==> src/design/itoa_pkg.sv <==
`timescale 1ns / 1ps
// ----------------------------------------------------------------------------
// itoa_pkg
// Shared constants, types and helpers of the integer to ASCII formatter.
// ----------------------------------------------------------------------------
package itoa_pkg;

    // parameter defaults
    localparam int NUMBER_BITS_DEF = 32;
    localparam int MAX_PAD_DEF     = 60;

    // fixed field widths
    localparam int MAG_W   = 32;
    localparam int FIELD_W = 6;
    localparam int RADIX_W = 6;
    localparam int DIGIT_W = 6;
    localparam int CHAR_W  = 8;
    localparam int POS_W   = 8;

    // longest text of one number
    localparam int MAX_CHARS = 64;

    // quotient bits resolved per divider cycle
    localparam int DIV_STEP_BITS = 4;

    localparam logic [RADIX_W-1:0] RADIX_MIN = 6'd2;
    localparam logic [RADIX_W-1:0] RADIX_MAX = 6'd36;
    localparam logic [RADIX_W-1:0] RADIX_OCT = 6'd8;
    localparam logic [RADIX_W-1:0] RADIX_HEX = 6'd16;

    localparam logic [CHAR_W-1:0] CH_NUL     = 8'h00;
    localparam logic [CHAR_W-1:0] CH_SPACE   = 8'h20;
    localparam logic [CHAR_W-1:0] CH_PLUS    = 8'h2b;
    localparam logic [CHAR_W-1:0] CH_MINUS   = 8'h2d;
    localparam logic [CHAR_W-1:0] CH_ZERO    = 8'h30;
    localparam logic [CHAR_W-1:0] CH_UPPER_A = 8'h41;
    localparam logic [CHAR_W-1:0] CH_LOWER_A = 8'h61;
    localparam logic [CHAR_W-1:0] CH_X       = 8'h78;

    // controller states
    typedef enum logic [5:0] {
        ST_IDLE   = 6'b000001,
        ST_DIV    = 6'b000010,
        ST_CALC   = 6'b000100,
        ST_LAYOUT = 6'b001000,
        ST_EMIT   = 6'b010000,
        ST_EMPTY  = 6'b100000
    } state_t;

    // controller to datapath
    typedef struct packed {
        logic load;
        logic div_run;
        logic calc;
        logic layout;
        logic emit_char;
        logic emit_empty;
    } cmd_t;

    // datapath to controller
    typedef struct packed {
        logic radix_ok;
        logic div_finish;
        logic out_free;
        logic at_last;
    } status_t;

    // digit value to its ascii character
    function automatic logic [CHAR_W-1:0] digit_to_ascii(input logic [DIGIT_W-1:0] d,
                                                         input logic upper);
        logic [CHAR_W-1:0] d8;
        logic [CHAR_W-1:0] base;
        d8   = {2'b00, d};
        base = upper ? CH_UPPER_A : CH_LOWER_A;
        if (d < 6'd10) begin
            return CH_ZERO + d8;
        end else begin
            return base + d8 - 8'd10;
        end
    endfunction

endpackage

==> src/design/itoa_div.sv <==
`timescale 1ns / 1ps
// ----------------------------------------------------------------------------
// itoa_div
// Radix divider: restoring division of the number by the radix, four
// quotient bits per cycle while run is high; each pass leaves the quotient
// in place and yields one digit as the remainder.
// ----------------------------------------------------------------------------
module itoa_div
    import itoa_pkg::*;
#(
    parameter int NUMBER_BITS = NUMBER_BITS_DEF
)
(
    input  logic               aclk,
    input  logic               aresetn,
    input  logic               load,
    input  logic [MAG_W-1:0]   magnitude,
    input  logic               run,
    input  logic [RADIX_W-1:0] radix,
    output logic [DIGIT_W-1:0] digit,
    output logic               digit_done,
    output logic               quot_zero
);

    localparam int STEPS  = (NUMBER_BITS + DIV_STEP_BITS - 1) / DIV_STEP_BITS;
    localparam int NW     = STEPS * DIV_STEP_BITS;
    localparam int SW     = $clog2(STEPS);
    localparam int LOAD_W = (NUMBER_BITS < MAG_W) ? NUMBER_BITS : MAG_W;
    localparam logic [SW-1:0] LAST_STEP = SW'(STEPS - 1);

    logic [NW-1:0]            num_reg, num_next;
    logic [DIGIT_W-1:0]       rem_reg, rem_next;
    logic [SW-1:0]            step_reg;
    logic [DIGIT_W-1:0]       r;
    logic [DIGIT_W:0]         trial;
    logic [DIV_STEP_BITS-1:0] top;
    logic [DIV_STEP_BITS-1:0] q;

    // four restoring subtract steps on the top dividend bits
    always_comb begin
        r   = rem_reg;
        top = num_reg[NW-1 -: DIV_STEP_BITS];
        q   = '0;
        for (int i = DIV_STEP_BITS - 1; i >= 0; i--) begin
            trial = {r, top[i]};
            if (trial >= {1'b0, radix}) begin
                q[i]  = 1'b1;
                trial = trial - {1'b0, radix};
            end
            r = trial[DIGIT_W-1:0];
        end
        rem_next = r;
        num_next = {num_reg[NW-DIV_STEP_BITS-1:0], q};
    end

    assign digit_done = run && (step_reg == LAST_STEP);
    assign digit      = rem_next;
    assign quot_zero  = (num_next == '0);

    // step counter
    always_ff @(posedge aclk) begin
        if (!aresetn) begin
            step_reg <= '0;
        end else if (load) begin
            step_reg <= '0;
        end else if (run) begin
            step_reg <= (step_reg == LAST_STEP) ? '0 : step_reg + 1'b1;
        end
    end

    // dividend and partial remainder
    always_ff @(posedge aclk) begin
        if (load) begin
            num_reg <= NW'(magnitude[LOAD_W-1:0]);
            rem_reg <= '0;
        end else if (run) begin
            num_reg <= num_next;
            rem_reg <= (step_reg == LAST_STEP) ? '0 : rem_next;
        end
    end

endmodule

==> src/design/itoa_dp.sv <==
`timescale 1ns / 1ps
// ----------------------------------------------------------------------------
// itoa_dp
// Formatter datapath: request registers, radix divider, digit stack,
// field layout and the output register.
// ----------------------------------------------------------------------------
module itoa_dp
    import itoa_pkg::*;
#(
    parameter int NUMBER_BITS = NUMBER_BITS_DEF,
    parameter int MAX_PAD     = MAX_PAD_DEF
)
(
    input  logic               aclk,
    input  logic               aresetn,
    input  cmd_t               cmd,
    output status_t            status,
    input  logic [MAG_W-1:0]   s_magnitude,
    input  logic               s_is_negative,
    input  logic [RADIX_W-1:0] s_radix,
    input  logic [FIELD_W-1:0] s_field_width,
    input  logic [FIELD_W-1:0] s_min_digits,
    input  logic               s_flag_left,
    input  logic               s_flag_zero_pad,
    input  logic               s_flag_signed,
    input  logic               s_flag_plus,
    input  logic               s_flag_space,
    input  logic               s_flag_prefix,
    input  logic               s_flag_upper,
    input  logic               m_ready,
    output logic               m_valid,
    output logic [CHAR_W-1:0]  m_character,
    output logic               m_last,
    output logic               m_empty_res
);

    localparam int ND_W = $clog2(NUMBER_BITS + 1);
    localparam logic [FIELD_W-1:0] PAD_LIMIT = FIELD_W'(MAX_PAD);

    // request registers
    logic               upper_reg, left_reg, zero_reg;
    logic [RADIX_W-1:0] radix_reg;
    logic [CHAR_W-1:0]  sign_ch_reg;
    logic [1:0]         pref_n_reg;
    logic [POS_W-1:0]   wadj_reg;
    logic [FIELD_W-1:0] prec_sat_reg;

    // load-time decode
    logic [CHAR_W-1:0]  sign_ch_next;
    logic               sign_n_next;
    logic               oct_pref;
    logic [1:0]         pref_n_next;
    logic [FIELD_W-1:0] width_sat;
    logic [FIELD_W-1:0] prec_sat;

    always_comb begin
        sign_ch_next = CH_NUL;
        if (s_flag_signed) begin
            if (s_is_negative) begin
                sign_ch_next = CH_MINUS;
            end else if (s_flag_plus) begin
                sign_ch_next = CH_PLUS;
            end else if (s_flag_space) begin
                sign_ch_next = CH_SPACE;
            end
        end
        sign_n_next = (sign_ch_next != CH_NUL);
        oct_pref    = s_flag_prefix && (s_radix == RADIX_OCT);
        if (oct_pref) begin
            pref_n_next = 2'd1;
        end else if (s_flag_prefix && (s_radix == RADIX_HEX)) begin
            pref_n_next = 2'd2;
        end else begin
            pref_n_next = 2'd0;
        end
        width_sat = (s_field_width > PAD_LIMIT) ? PAD_LIMIT : s_field_width;
        prec_sat  = (s_min_digits > PAD_LIMIT) ? PAD_LIMIT : s_min_digits;
    end

    always_ff @(posedge aclk) begin
        if (cmd.load) begin
            upper_reg    <= s_flag_upper;
            left_reg     <= s_flag_left;
            zero_reg     <= s_flag_zero_pad && !s_flag_left;
            radix_reg    <= s_radix;
            sign_ch_reg  <= sign_ch_next;
            pref_n_reg   <= pref_n_next;
            // width left after sign and octal prefix, may go negative
            wadj_reg     <= POS_W'(width_sat) - POS_W'(sign_n_next) - POS_W'(oct_pref);
            prec_sat_reg <= prec_sat;
        end
    end

    assign status.radix_ok = (s_radix >= RADIX_MIN) && (s_radix <= RADIX_MAX);

    // radix divider
    logic [DIGIT_W-1:0] digit;
    logic               digit_done;
    logic               quot_zero;

    itoa_div #(
        .NUMBER_BITS (NUMBER_BITS)
    ) u_div (
        .aclk       (aclk),
        .aresetn    (aresetn),
        .load       (cmd.load),
        .magnitude  (s_magnitude),
        .run        (cmd.div_run),
        .radix      (radix_reg),
        .digit      (digit),
        .digit_done (digit_done),
        .quot_zero  (quot_zero)
    );

    assign status.div_finish = cmd.div_run && digit_done && quot_zero;

    // digit stack, least significant digit pushed first, top at entry 0
    logic [DIGIT_W-1:0] stack_reg [NUMBER_BITS];
    logic [ND_W-1:0]    nd_reg;
    logic               push, pop;
    logic               digit_seg;

    assign push = cmd.div_run && digit_done;
    assign pop  = cmd.emit_char && digit_seg;

    always_ff @(posedge aclk) begin
        if (push) begin
            stack_reg[0] <= digit;
            for (int i = 1; i < NUMBER_BITS; i++) begin
                stack_reg[i] <= stack_reg[i-1];
            end
        end else if (pop) begin
            for (int i = 0; i < NUMBER_BITS - 1; i++) begin
                stack_reg[i] <= stack_reg[i+1];
            end
            stack_reg[NUMBER_BITS-1] <= '0;
        end
    end

    always_ff @(posedge aclk) begin
        if (!aresetn) begin
            nd_reg <= '0;
        end else if (cmd.load) begin
            nd_reg <= '0;
        end else if (push) begin
            nd_reg <= nd_reg + 1'b1;
        end else if (pop) begin
            nd_reg <= nd_reg - 1'b1;
        end
    end

    // padding counts
    logic [POS_W-1:0] lead_reg, zpad_reg, trail_reg, precz_reg;
    logic [POS_W-1:0] prec, pad, padp;

    always_comb begin
        prec = (POS_W'(prec_sat_reg) > POS_W'(nd_reg)) ? POS_W'(prec_sat_reg)
                                                      : POS_W'(nd_reg);
        pad  = wadj_reg - prec;
        padp = pad[POS_W-1] ? '0 : pad;
    end

    always_ff @(posedge aclk) begin
        if (cmd.calc) begin
            lead_reg  <= (!left_reg && !zero_reg) ? padp : '0;
            zpad_reg  <= zero_reg ? padp : '0;
            trail_reg <= left_reg ? padp : '0;
            precz_reg <= prec - POS_W'(nd_reg);
        end
    end

    // segment end positions
    logic [POS_W-1:0] end_lead_reg, end_sign_reg, end_pref_reg, end_zero_reg;
    logic [POS_W-1:0] end_dig_reg, last_pos_reg;
    logic [POS_W-1:0] e_sign, e_pref, e_zero, e_dig, e_tot, e_lim;

    always_comb begin
        e_sign = lead_reg + POS_W'(sign_ch_reg != CH_NUL);
        e_pref = e_sign + POS_W'(pref_n_reg);
        e_zero = e_pref + zpad_reg + precz_reg;
        e_dig  = e_zero + POS_W'(nd_reg);
        e_tot  = e_dig + trail_reg;
        e_lim  = (e_tot > POS_W'(MAX_CHARS)) ? POS_W'(MAX_CHARS) : e_tot;
    end

    always_ff @(posedge aclk) begin
        if (cmd.layout) begin
            end_lead_reg <= lead_reg;
            end_sign_reg <= e_sign;
            end_pref_reg <= e_pref;
            end_zero_reg <= e_zero;
            end_dig_reg  <= e_dig;
            last_pos_reg <= e_lim - 1'b1;
        end
    end

    // character position
    logic [POS_W-1:0] pos_reg;

    always_ff @(posedge aclk) begin
        if (!aresetn) begin
            pos_reg <= '0;
        end else if (cmd.layout) begin
            pos_reg <= '0;
        end else if (cmd.emit_char) begin
            pos_reg <= pos_reg + 1'b1;
        end
    end

    // character select
    logic [CHAR_W-1:0] ch;

    always_comb begin
        digit_seg = (pos_reg >= end_zero_reg) && (pos_reg < end_dig_reg);
        if (pos_reg < end_lead_reg) begin
            ch = CH_SPACE;
        end else if (pos_reg < end_sign_reg) begin
            ch = sign_ch_reg;
        end else if (pos_reg < end_pref_reg) begin
            ch = (pos_reg == end_sign_reg) ? CH_ZERO : CH_X;
        end else if (pos_reg < end_zero_reg) begin
            ch = CH_ZERO;
        end else if (digit_seg) begin
            ch = digit_to_ascii(stack_reg[0], upper_reg);
        end else begin
            ch = CH_SPACE;
        end
    end

    assign status.at_last = (pos_reg == last_pos_reg);

    // output register
    logic              m_valid_reg;
    logic [CHAR_W-1:0] m_character_reg;
    logic              m_last_reg;
    logic              m_empty_res_reg;

    assign status.out_free = !m_valid_reg || m_ready;

    always_ff @(posedge aclk) begin
        if (!aresetn) begin
            m_valid_reg <= 1'b0;
        end else if (cmd.emit_char || cmd.emit_empty) begin
            m_valid_reg <= 1'b1;
        end else if (m_ready) begin
            m_valid_reg <= 1'b0;
        end
    end

    always_ff @(posedge aclk) begin
        if (cmd.emit_char) begin
            m_character_reg <= ch;
            m_last_reg      <= status.at_last;
            m_empty_res_reg <= 1'b0;
        end else if (cmd.emit_empty) begin
            m_character_reg <= CH_NUL;
            m_last_reg      <= 1'b1;
            m_empty_res_reg <= 1'b1;
        end
    end

    assign m_valid     = m_valid_reg;
    assign m_character = m_character_reg;
    assign m_last      = m_last_reg;
    assign m_empty_res = m_empty_res_reg;

    // checks
    assert property (@(posedge aclk) disable iff (!aresetn)
        pop |-> (nd_reg != '0))
        else $error("digit stack popped while empty");

    assert property (@(posedge aclk) disable iff (!aresetn)
        push |-> (nd_reg < ND_W'(NUMBER_BITS)))
        else $error("digit stack overflow");

    assert property (@(posedge aclk) disable iff (!aresetn)
        $past(cmd.emit_empty) |-> (m_valid && m_last && m_empty_res && (m_character == CH_NUL)))
        else $error("empty result not marked as single last result");

endmodule

==> src/design/itoa_ctrl.sv <==
`timescale 1ns / 1ps
// ----------------------------------------------------------------------------
// itoa_ctrl
// Formatter controller: sequences accept, digit extraction, layout and
// character emission, or one empty result for a bad radix, one request at a time.
// ----------------------------------------------------------------------------
module itoa_ctrl
    import itoa_pkg::*;
(
    input  logic    aclk,
    input  logic    aresetn,
    input  logic    s_valid,
    output logic    s_ready,
    input  status_t status,
    output cmd_t    cmd
);

    state_t state_reg, state_next;

    // next state and commands
    always_comb begin
        state_next = state_reg;
        cmd        = '0;
        case (state_reg)
            ST_IDLE: begin
                if (s_valid) begin
                    cmd.load   = 1'b1;
                    state_next = status.radix_ok ? ST_DIV : ST_EMPTY;
                end
            end
            ST_DIV: begin
                cmd.div_run = 1'b1;
                if (status.div_finish) begin
                    state_next = ST_CALC;
                end
            end
            ST_CALC: begin
                cmd.calc   = 1'b1;
                state_next = ST_LAYOUT;
            end
            ST_LAYOUT: begin
                cmd.layout = 1'b1;
                state_next = ST_EMIT;
            end
            ST_EMIT: begin
                if (status.out_free) begin
                    cmd.emit_char = 1'b1;
                    if (status.at_last) begin
                        state_next = ST_IDLE;
                    end
                end
            end
            ST_EMPTY: begin
                if (status.out_free) begin
                    cmd.emit_empty = 1'b1;
                    state_next     = ST_IDLE;
                end
            end
            default: begin
                state_next = ST_IDLE;
            end
        endcase
    end

    always_ff @(posedge aclk) begin
        if (!aresetn) begin
            state_reg <= ST_IDLE;
        end else begin
            state_reg <= state_next;
        end
    end

    assign s_ready = (state_reg == ST_IDLE);

    // checks
    assert property (@(posedge aclk) disable iff (!aresetn)
        (s_valid && s_ready && !status.radix_ok) |=> (state_reg == ST_EMPTY))
        else $error("invalid radix request did not go to empty result");

    assert property (@(posedge aclk) disable iff (!aresetn)
        (cmd.emit_char && status.at_last) |=> s_ready)
        else $error("not ready after last character");

endmodule

==> src/design/integer_to_ascii_formatter.sv <==
// Sequence: an accept state loads the request, the radix divider runs until the quotient
//   is zero, a calc and a layout state follow, then each character is emitted when the
//   output register is free. Throughput: one request at a time, bounded by the divider
//   and the single output register.
// A new request is taken once the last character sits in the output register.
// Reset: synchronous active-low aresetn returns the controller to idle and drops m_valid.
`timescale 1ns / 1ps
// ----------------------------------------------------------------------------
// integer_to_ascii_formatter
// Printf-style integer conversion in radix 2 to 36, one ASCII character
// per result with the final one marked; any other radix gives one empty result.
// ----------------------------------------------------------------------------
module integer_to_ascii_formatter
    import itoa_pkg::*;
#(
    parameter int NUMBER_BITS = NUMBER_BITS_DEF,
    parameter int MAX_PAD     = MAX_PAD_DEF
)
(
    input  logic               aclk,
    input  logic               aresetn,
    input  logic               s_valid,
    output logic               s_ready,
    input  logic [MAG_W-1:0]   s_magnitude,
    input  logic               s_is_negative,
    input  logic [RADIX_W-1:0] s_radix,
    input  logic [FIELD_W-1:0] s_field_width,
    input  logic [FIELD_W-1:0] s_min_digits,
    input  logic               s_flag_left,
    input  logic               s_flag_zero_pad,
    input  logic               s_flag_signed,
    input  logic               s_flag_plus,
    input  logic               s_flag_space,
    input  logic               s_flag_prefix,
    input  logic               s_flag_upper,
    output logic               m_valid,
    input  logic               m_ready,
    output logic [CHAR_W-1:0]  m_character,
    output logic               m_last,
    output logic               m_empty_res
);

    cmd_t    cmd;
    status_t status;

    // controller
    itoa_ctrl u_ctrl (
        .aclk    (aclk),
        .aresetn (aresetn),
        .s_valid (s_valid),
        .s_ready (s_ready),
        .status  (status),
        .cmd     (cmd)
    );

    // datapath
    itoa_dp #(
        .NUMBER_BITS (NUMBER_BITS),
        .MAX_PAD     (MAX_PAD)
    ) u_dp (
        .aclk            (aclk),
        .aresetn         (aresetn),
        .cmd             (cmd),
        .status          (status),
        .s_magnitude     (s_magnitude),
        .s_is_negative   (s_is_negative),
        .s_radix         (s_radix),
        .s_field_width   (s_field_width),
        .s_min_digits    (s_min_digits),
        .s_flag_left     (s_flag_left),
        .s_flag_zero_pad (s_flag_zero_pad),
        .s_flag_signed   (s_flag_signed),
        .s_flag_plus     (s_flag_plus),
        .s_flag_space    (s_flag_space),
        .s_flag_prefix   (s_flag_prefix),
        .s_flag_upper    (s_flag_upper),
        .m_ready         (m_ready),
        .m_valid         (m_valid),
        .m_character     (m_character),
        .m_last          (m_last),
        .m_empty_res     (m_empty_res)
    );

endmodule

==> config.mk <==
export PLATFORM = sky130hd
export DESIGN_NAME = integer_to_ascii_formatter
export DESIGN_NICKNAME = d
export VERILOG_FILES = /design/src/design/itoa_pkg.sv /design/src/design/itoa_div.sv /design/src/design/itoa_dp.sv /design/src/design/itoa_ctrl.sv /design/src/design/integer_to_ascii_formatter.sv
export SDC_FILE = /design/constraint.sdc
export NUM_CORES = 1
export LEC_CHECK = 0
export ABC_AREA = 1
export ABC_CLOCK_PERIOD_IN_PS = 9400
export BUFFER_PORTS_ARGS = -buffer_cell sky130_fd_sc_hd__buf_2
export CORE_MARGIN = 10
export CORE_UTILIZATION = 60
export CTS_BUF_LIST = sky130_fd_sc_hd__clkbuf_2
export DETAILED_ROUTE_END_ITERATION = 16
export PLACE_DENSITY = 0.78
export SYNTH_ARGS = -nofsm -noshare
export SYNTH_HDL_FRONTEND = slang
export SYNTH_SLANG_ARGS = --single-unit
export TNS_END_PERCENT = 50
==> constraint.sdc <==
create_clock -name aclk -period 9.4 [get_ports aclk]
set_input_delay 0.47 -clock aclk [delete_from_list [all_inputs] [get_ports aclk]]
set_output_delay 0.47 -clock aclk [all_outputs]
set_load 0.05 [all_outputs]
# Word level (Yosys, flattened, before mapping)
# Memory sizes are Yosys's and may differ from the RTL's.
# Cells that the tools add are included.
[totals]
inputBits = 62
word_cells = 232
regBits = 185
output_inout_bits = 12
mem_count = 1
ramBits = 192
[classes]
reduce_logical = 26
n_lt_le_gt_ge = 17
n_mux = 89
bitwise = 33
n_addsub = 22
eq_ne = 16
[mem_list]
columns = ["memory", "words", "word_bits", "read_ports", "rd_ports_with_merged_regs", "write_ports", "line", "rtl"]
rows = [
  ["u_dp.stack_reg", 32, 6, 32, 0, 32, "itoa_dp.sv:118", "logic [DIGIT_W-1:0] stack_reg [NUMBER_BITS];"],
]
[ops]
columns = ["operator", "n"]
rows = [
  ["$mux 6", 49],
  ["$mux 8", 12],
  ["$mux 32", 2],
  ["$lt 8x8->1", 5],
  ["$pmux 6 s6", 1],
  ["$logic_not 32->1", 1],
  ["$or 1x1->1", 32],
  ["$ge 7x6->1", 4],
  ["$add 8x8->8", 3],
  ["$sub 6x6->6", 4],
  ["$mux 1", 21],
  ["$add 8x6->8", 2],
  ["$eq 8x8->1", 2],
  ["$reduce_bool 8->1", 2],
  ["$mux 7", 2],
  ["$eq 6x4->1 const B", 2],
  ["$eq 6x5->1 const B", 2],
  ["$gt 6x6->1 const B", 2],
  ["$logic_and 1x1->1", 10],
  ["$ne 2x2->1 const B", 5],
  ["$add 8x1->8", 1],
  ["$add 8x1->8 const B", 1],
  ["$add 8x2->8", 1],
  ["$ge 8x8->1", 1],
  ["28 further kinds", 36],
]

# Logic depth before layout (Yosys ltp)
# Gate-level depths: netlist (run 1).
[logic_depth]
word_depth = 12
mapped_depth = 48
mapped_depth_nobuf = 47

# Modules after synthesis
# A second synthesis (run 1) with hierarchy kept.
[unflattened]
cells_unflattened = 2040
area_unflattened_um2 = 20054.2
[by_module_without_submodules]
columns = ["module", "area_per_inst_um2", "instances", "cells_per_inst", "seq_area_each_um2"]
rows = [
  ["itoa_dp", 16424.5, 1, 1564, 9479.1],
  ["itoa_div", 3230.6, 1, 414, 1141.1],
  ["itoa_ctrl", 399.1, 1, 62, 120.1],
]

# Worst setup path after synthesis (run 1)
# OpenSTA, ideal clock, no wires.
[synth_timing]
kind = "register -> register"
from = "register u_dp.pos_reg[0]"
to = "register u_dp.nd_reg[4]"
setup_ns = 0.150
path_stages_with_launch = 17
synth_period_minus_slack_ns = 6.741
t_arrival_ns = 6.592
n_path_buf = 0
required_ns = 9.250
slack_ns = 2.659
cell_sequence = "dfxtp_1 inv_1 ha_1 inv_1 a21oi_1 o21ai_0 nand2_1 o211ai_1 inv_1 o21ai_0 nand2_1 inv_1 nand2_1 nand2_1 inv_1 o21ai_0 a21oi_1"
[synth_between]
elab_chain_len = 4
word_cells_on_any_way = 5
cone_classes = "order compare (2); reduce/logical (3)"
[synth_lines]
columns = ["item", "line", "rtl"]
rows = [
  ["start: declaration", "itoa_dp.sv:198", "logic [POS_W-1:0] pos_reg;"],
  ["start signal: assignment", "itoa_dp.sv:206", "pos_reg <= pos_reg + 1'b1;"],
  ["$ge 8x8->1 or $lt 8x8->1 (tied branches)", "itoa_dp.sv:214", "digit_seg = (pos_reg >= end_zero_reg) && (pos_reg < end_dig_reg);"],
  ["$logic_and 1x1->1 *", "itoa_dp.sv:214", ""],
  ["$logic_and 1x1->1 *", "itoa_dp.sv:124", "assign pop = cmd.emit_char && digit_seg;"],
  ["$reduce_bool 2->1 (no line) *", "n/a", ""],
  ["end signal: assignment", "itoa_dp.sv:146", "nd_reg <= nd_reg + 1'b1;"],
  ["end signal: assignment", "itoa_dp.sv:148", "nd_reg <= nd_reg - 1'b1;"],
  ["end: declaration", "itoa_dp.sv:119", "logic [ND_W-1:0] nd_reg;"],
]
# Mark *: on every way between the ends. The rest lies on a longest branch, timed or not.
# A chain may end at the register's enable or synchronous reset.

# Worst setup path after layout (run 1)
[layout_timing]
from = "register u_dp.sign_ch_reg[3]"
to = "register u_dp.last_pos_reg[4], data pin"
[layout_between]
elab_chain_len = 10
[layout_lines]
columns = ["item", "line", "rtl"]
rows = [
  ["start: declaration", "itoa_dp.sv:43", "logic [CHAR_W-1:0] sign_ch_reg;"],
  ["start signal: assignment", "itoa_dp.sv:86", "sign_ch_reg <= sign_ch_next;"],
  ["$reduce_bool 8->1 *", "itoa_dp.sv:178", "e_sign = lead_reg + POS_W'(sign_ch_reg != CH_NUL);"],
  ["$add 8x1->8 *", "itoa_dp.sv:178", ""],
  ["via u_dp.e_sign[1]", "itoa_dp.sv:175", "logic [POS_W-1:0] e_sign, e_pref, e_zero, e_dig, e_tot, e_lim;"],
  ["$add 8x2->8 *", "itoa_dp.sv:179", "e_pref = e_sign + POS_W'(pref_n_reg);"],
  ["$add 8x8->8 * (2 in a row)", "itoa_dp.sv:180", "e_zero = e_pref + zpad_reg + precz_reg;"],
  ["via u_dp.e_zero[3]", "itoa_dp.sv:175", ""],
  ["$add 8x6->8 *", "itoa_dp.sv:181", "e_dig = e_zero + POS_W'(nd_reg);"],
  ["via u_dp.e_dig[4]", "itoa_dp.sv:175", ""],
  ["$add 8x8->8 *", "itoa_dp.sv:182", "e_tot = e_dig + trail_reg;"],
  ["$gt 8x7->1", "itoa_dp.sv:183", "e_lim = (e_tot > POS_W'(MAX_CHARS)) ? POS_W'(MAX_CHARS) : e_tot;"],
  ["$mux 8 *", "itoa_dp.sv:183", ""],
  ["$sub 8x1->8 *", "itoa_dp.sv:193", "last_pos_reg <= e_lim - 1'b1;"],
  ["end signal: assignment", "itoa_dp.sv:193", ""],
  ["end: declaration", "itoa_dp.sv:174", "logic [POS_W-1:0] end_dig_reg, last_pos_reg;"],
]
# Mark *: on every way through the listed nets, which the timed path passes. The rest lies on a longest branch.

==> metrics.md, run 1 <==
| Metric | Value |
|---|---|
| PostCTS Resize Cnt | `0` |
| Power Dens Cells | `approximately 270 nW/µm²` |
| R2R depth | `28` |
| Period utilization | `around 74%` |
| WP data required | `about 10 ns` |
| PortBufs | `73` |
| Die Wd | `202 µm` |
| Routed Wire Length | `42400 µm` |
| Most used cell, CP | `inv_1` |
| Reg clk slew, reported paths | `0.11 ns` |
| Worst-path fanout max | `8` |
| HP Class | `in -> reg` |
| Post-synth EDFFs | `roughly 340` |
| CTS tree | `done` |
| Setup TNS | `0 ns` |
| Fin crit period | `around 6.9 ns` |
| Share of the synthesized area in the top cell type | `between 50% and 60%` |
| Die area | `between 40000 and 50000 µm²` |
| Crit Reg-Reg Endpoint | `u_dp.last_pos_reg[4]` |
| Leading cell type in the layout, fill and taps excluded | `nand2_1` |
| Final HPWL DP | `roughly 29000 µm` |
| Register area share after synthesis | `54.3%` |
| Starting Density | `slightly above 60%` |
| Vias | `approximately 15000` |
| Post-route DRC | `0` |
| Ys flop type | `edfxtp_1` |
| Core Area | `32600 µm²` |
| Vias in the first global route | `14339` |
| WHS Path Cells | `3` |
| Mapped Cells | `around 2100` |
| Final setup vio count | `0` |
| Int Power | `roughly 3.4 mW` |
| Filler cells | `2472` |
| Ratio of cells with drive above 1 in the final layout | `between 10% and 20%` |
| Slowest cell on crit path | `or4_1` |
| Flop2flop setup slack | `2.46 ns` |
| Largest net degree at the start of global routing | `between 100 and 150` |
| Layout area overhead | `11.4%` |
| Commonest non-fill, non-tap cells in the layout | `nand2_1, edfxtp_1, inv_1` |
| Critical Path End Type | `flop` |
| Gpl congestion | `between 0.9 and 1` |
| Wire length per cell | `15.1 µm` |
| Comb power frac | `between 40% and 50%` |
| Arrival @ worst endpoint | `between 7 and 8 ns` |
| Post-synth top area cell | `edfxtp_1` |
| Final hold violations | `0` |
| Synth unique cells | `51` |
| Leakage power | `10.0 nW` |
| Worst-skew pair later-pin latency | `between 0.9 and 1 ns` |
| Row count | `66` |
| Async S/R FF share, synth | `0%` |
| Initial DRC Count | `approximately 1400` |
| Clk buf depth | `3` |
| Syn avg cell area | `approximately 9.4 µm²` |
| WS Path Type | `reg -> reg` |
| Slowest stage delay, CP | `~0.58 ns` |
| Final nets | `around 2500` |
| Syn Std Cell Area | `around 20000 µm²` |
| Largest register FFs | `between 150 and 200` |
| Final Core Density | `between 60% and 70%` |
| Gr usage total | `20.6%` |
| Number of I/O pins | `74` |
| HP Start | `s_flag_space` |
| Post-synthesis register bit count | `369` |
| Status | `completed` |
| NetSw | `between 2 and 2.5 mW` |
| Initial antenna violation count | `1` |
| Worst vdd ir | `479 µV` |
| CTS root buf | `clkbuf_2` |
| Launching point of the worst reg2reg path | `u_dp.sign_ch_reg[3]` |
| MaxCap Viol Count | `0` |
| Rel. slew slack | `between 20% and 30%` |
| Antenna Nets Post-Route | `0` |
| Worst-Margin Slew | `between 1 and 1.5 ns` |
| Hold Path End | `u_dp.sign_ch_reg[5]` |
| Clk sink count | `369` |
| Yosys Warn Count | `0` |
| Fmax | `about 0.14 GHz` |
| Synth Net Count | `roughly 2300` |
| H-tree depth | `3` |
| Main area contributors after synthesis | `edfxtp_1, nand2_1, ha_1, inv_1, dfxtp_1` |
| Startpoint types | `flop` |
| Total CTS buffers | `94` |
| Final clock skew | `0.0617 ns` |
| Post-CTS Setup Bufs | `0` |
| Flop pwr share | `between 30% and 40%` |
| Switching Fraction | `42.1%` |
| Power share of the clock group | `between 10% and 20%` |
| Total gr overflow | `0` |
| Slew Limit Fails | `0` |
| Via density | `approximately 5.3` |
| RSZ-0062 raised after global routing | `no` |
| 1st-pass router iterations | `5` |
| First-pass GRT wire length | `69900 µm` |
| Die Span Y | `roughly 200 µm` |
## cells by family (layout without fill, tap and decap cells)
family	count (synthesis)	count (layout)	share of synthesized area, %
simple gates	940	940	19.6
flops	369	369	54.3
buf+inv	346	601	6.67
compound gates	252	252	6.89
fa+ha+maj	142	142	9.68
xor+xnor	65	65	2.87
other cells	0	1	0
## power by group through the flow
stage	logic, mW	clock network, mW	registers [mW]
2_1_floorplan	2.21	0	2.03
3_3_place_gp	2.66	0	2.03
3_5_place_dp	2.74	0	2.03
4_1_cts	2.77	1.13	2.00
5_1_grt	3.17	1.21	2.00
6_report	2.81	1.09	2.00
## per-stage QoR
step,area (µm²),hold WS (ns),setup slack (ns),instances,power (mW)
global route,22100,0.0797,1.76,2812,6.38
floorplan,19800,0.426,2.66,2114,4.23
detailed placement,20600,0.467,2.55,2585,4.77
global placement,20600,0.448,2.83,2585,4.70
finish,22100,0.109,2.46,2812,5.90
CTS,22100,0.0336,2.51,2811,5.89
## per-layer routing
layer | wire length [µm] | track usage (%)
met5 | 0 | 0
met2 | 19300 | 31.6
met1 | 19600 | 29.0
met3 | 2880 | 4.13
met4 | 665 | 6.15
## synthesized netlist by cell type (4+ instances only)
library cell    n
a211oi_1        4
a21oi_1        82
a21oi_2         4
a31oi_1         6
buf_2          10
clkbuf_1       39
dfxtp_1        31
edfxtp_1      338
fa_1           19
ha_1          123
inv_1         288
inv_2           4
nand2_1       695
nand2_2        10
nand3_1        47
nand3_2         6
nand3b_1        5
nand4_1        18
nor2_1        113
nor3_1          8
nor4_1         14
o211ai_1        5
o21a_1          7
o21ai_0       122
o21ai_1         7
xnor2_1        20
xor2_1         45
## critical path, delay by kind of cell, from the launching register on
kind	cells	cell delay (ns)
buffers and inverters	5	0.35
XOR/XNOR	4	1.02
flip-flops	1	0.41
AO/OA/AOI/OAI	4	0.85
AND/OR/NAND/NOR	8	1.41
adder cells (fa/ha/maj)	7	2.59
## area by class of cell
type | count | area (µm²) | share of cell area (%)
Multi-Input combinational cell | 1399 | 7780 | 35.2
Clock buffer | 143 | 716 | 3.24
Clock inverter | 23 | 143 | 0.645
Inverter | 293 | 1110 | 5.00
Tap cell | 442 | 553 | 2.50
Sequential cell | 369 | 10800 | 48.7
Antenna cell | 1 | 2.50 | 0.0113
Timing Repair Buffer | 142 | 1030 | 4.68
## worst max path at each step
stage,from,slack [ns],cells after the start,end
floorplan,u_dp.pos_reg[0],2.66,16,u_dp.nd_reg[4]
global placement,u_dp.sign_ch_reg[3],2.83,31,u_dp.last_pos_reg[4]
detailed placement,u_dp.radix_reg[1],2.55,36,u_dp.stack_reg[0][0]
CTS,u_dp.radix_reg[1],2.51,36,u_dp.stack_reg[0][0]
global route,u_dp.radix_reg[1],1.76,41,u_dp.stack_reg[0][0]
finish,u_dp.sign_ch_reg[3],2.46,28,u_dp.last_pos_reg[4]
## repair_timing
action / in CTS / in global routing
hold buffers: 60 / 0
hold endpoints to repair: 73 / 0
endpoints found under the setup margin: 0 / 0
Note: power is estimated with default switching activity, not from simulation.
==> inputs of run 2 (changes only) <==
- ABC_AREA: 1 -> 0
- ABC_CLOCK_PERIOD_IN_PS: 9400 -> 6400
- clock period: 9.4 -> 6.4 ns (I/O delays scaled with it)
==> metrics.md, run 2 <==
| Metric | Value |
|---|---|
| Status | `finished with violations` |
| Failing checks | `negative setup slack` |
| Power share of the clock group | `14.4%` |
| Gpl congestion | `between 0.9 and 1` |
| Number of I/O pins | `74` |
| WP data required | `slightly above 7 ns` |
| Worst-Margin Slew | `between 1 and 1.5 ns` |
| Ys flop type | `edfxtp_1` |
| Mapped Cells | `between 1500 and 2000` |
| Post-synth top area cell | `edfxtp_1` |
| Final nets | `2558` |
| Async S/R FF share, synth | `0%` |
| Int Power | `6.97 mW` |
| WHS Path Cells | `4` |
| Dpl cell area | `approximately 22000 µm²` |
| Syn Std Cell Area | `20000 µm²` |
| HP Start | `s_magnitude[23]` |
| Via density | `around 5.6` |
| Synth Net Count | `about 2200` |
| Met2 wire len | `about 25000 µm` |
| Reg clk slew, reported paths | `0.12 ns` |
| Leading cell type in the layout, fill and taps excluded | `nand2_1` |
| Wire length per cell | `~18 µm` |
| Flop pwr share | `25.5%` |
| Register area share after synthesis | `53.7%` |
| Post-synth EDFFs | `338` |
| Worst-path fanout max | `6` |
| Clk buf depth | `3` |
| Fin crit period | `approximately 6.8 ns` |
| Initial antenna violation count | `2` |
| NetSw | `approximately 4.3 mW` |
| Slowest cell on crit path | `or4_4` |
| Metal3 WL | `3410 µm` |
| Switching Fraction | `around two fifths` |
| Commonest non-fill, non-tap cells in the layout | `nand2_1, edfxtp_1, buf_4` |
| MaxCap Viol Count | `0` |
| Die Wd | `between 200 and 250 µm` |
| Slowest stage delay, CP | `between 0.5 and 0.6 ns` |
| Starting Density | `~60%` |
| Final HPWL DP | `approximately 31000 µm` |
| Leakage power | `between 10 and 15 nW` |
| Worst vdd ir | `approximately 660 µV` |
| Routed Wire Length | `roughly 51000 µm` |
| Clk sink count | `369` |
| R2R depth | `34` |
| Final hold violations | `0` |
| CTS root buf | `clkbuf_2` |
| Flop2flop setup slack | `-0.39 ns` |
| Row count | `66` |
| PortBufs | `73` |
| Rel. slew slack | `20.4%` |
| First-pass GRT wire length | `79100 µm` |
| Die area | `~40000 µm²` |
| Synth unique cells | `75` |
| Hold slack | `around 0.12 ns` |
| Arrival @ worst endpoint | `7.51 ns` |
| Layout area overhead | `22.2%` |
| Vias | `16022` |
| Finished Cell Area | `about 25000 µm²` |
| Largest register FFs | `192` |
| Final worst slack | `-0.388 ns` |
| Die Span Y | `between 200 and 250 µm` |
| Comb power frac | `60.1%` |
| Power Dens Cells | `461 nW/µm²` |
| Core Area | `~33000 µm²` |
| Period utilization | `106%` |
| RSZ-0062 raised after global routing | `yes` |
| Worst-skew pair later-pin latency | `1.05 ns` |
| Crit Reg-Reg Endpoint | `u_dp.stack_reg[0][5]` |
| Critical Path End Type | `flop` |
| Launching point of the worst reg2reg path | `u_dp.radix_reg[0]` |
| Final setup vio count | `19` |
| Yosys Warn Count | `0` |
| Slew Limit Fails | `0` |
| Final clock skew | `about 0.11 ns` |
| HP Class | `in -> reg` |
| Fmax | `0.147 GHz` |
| H-tree depth | `3` |
| Count leader, synth | `nand2_1` |
| Commonest cells post-synth | `nand2_1, edfxtp_1, inv_1` |
| Ratio of cells with drive above 1 in the final layout | `approximately 21%` |
| Share of the synthesized area in the top cell type | `roughly 51%` |
| Largest net degree at the start of global routing | `around 200` |
| Antenna Nets Post-Route | `0` |
| Total CTS buffers | `93` |
| Hold Path End | `u_dp.u_div.num_reg[23]` |
| Gr usage total | `approximately a quarter` |
| Main area contributors after synthesis | `edfxtp_1, nand2_1, ha_1, dfxtp_1, inv_1` |
| Syn avg cell area | `10.1 µm²` |
| Startpoint types | `flop` |
| Total gr overflow | `0` |
| Post-route DRC | `0` |
| Initial DRC Count | `about 1500` |
| Vias in the first global route | `between 15000 and 20000` |
| WS Path Type | `reg -> reg` |
| Met1 wire length | `approximately 21000 µm` |
| CTS tree | `done` |
| Post-synthesis register bit count | `around 370` |
| 1st-pass router iterations | `6` |
| Top sig layer | `met4` |
[run 2: worst max-delay path by stage]
stage	start	end	slack, ns	cells past startpoint
2_1_floorplan	u_dp.radix_reg[1]	u_dp.stack_reg[0][0]	-0.79	32
3_3_place_gp	u_dp.radix_reg[2]	u_dp.stack_reg[0][5]	-0.52	30
3_5_place_dp	u_dp.radix_reg[2]	u_dp.stack_reg[0][4]	-0.71	30
4_1_cts	u_dp.u_div.num_reg[31]	u_dp.stack_reg[0][5]	-0.17	30
5_1_grt	u_dp.u_div.num_reg[31]	u_dp.stack_reg[0][5]	-0.57	34
6_report	u_dp.radix_reg[0]	u_dp.stack_reg[0][5]	-0.39	34
[run 2: what timing repair did]
item | 4_1_cts | 5_1_grt
buffers inserted | 20 | 13
pin swaps | 39 | 47
gates resized for setup | 71 | 59
gates cloned | 2 | 0
endpoints found under the setup margin | 23 | 23
endpoints found under the hold margin | 95 | 0
hold buffers | 98 | 0
[run 2: power groups by stage]
stage	registers (mW)	logic, mW	clock network (mW)
global placement	2.93	4.72	0
global route	2.89	7.21	1.77
finish	2.88	6.79	1.63
floorplan	2.93	2.89	0
CTS	2.88	5.68	1.65
detailed placement	2.93	4.82	0
[run 2: final cells by class]
| cell class | instances | area, µm² |
|---|---|---|
| Multi-Input combinational cell | 1418 | 9180 |
| Tap cell | 442 | 553 |
| Clock inverter | 27 | 145 |
| Antenna cell | 3 | 7.51 |
| Inverter | 140 | 526 |
| Sequential cell | 369 | 10800 |
| Timing Repair Buffer | 332 | 2610 |
| Clock buffer | 143 | 716 |
| Fill cell | 2155 | 8280 |
[run 2: logic make-up (layout without fill, tap and decap cells)]
group           after synthesis  in the layout  synth area share, %
xor+xnor                     82             82                 3.65
other cells                   0              3                    0
fa+ha+maj                   143            143                 9.62
simple gates                945            945                 20.2
compound gates              222            223                 7.53
flops                       369            369                 53.7
mux                          25             25                 1.30
buf+inv                     205            642                 3.96
[run 2: per-stage QoR]
step	total power, mW	setup WS [ns]	setup TNS [ns]	utilization [%]	cells
after floorplan	5.82	-0.788	-10.45	-	1991
after global placement	7.65	-0.516	-7.58	66.2	2568
after detailed placement	7.74	-0.708	-10.96	66.2	2568
after CTS	10.2	-0.167	-2.09	73.5	2858
after global routing	11.9	-0.569	-9.66	74.7	2873
final	11.3	-0.388	-4.77	74.8	2874
[run 2: routing by layer]
metal  track usage (%)  vias up
met5                 0        -
met4              9.91        0
met3              4.79      132
met2              38.9      629
met1              30.0     7636
li1                  -     7625
[run 2: worst max-delay path, delay by kind of cell, from the launching register on]
family | cells | cell delay, ns
adders and majority gates | 4 | 1.07
DFF | 1 | 0.47
and+or+nand+nor | 10 | 1.60
AOI/OAI and AO/OA | 15 | 2.61
buffers and inverters | 5 | 0.69
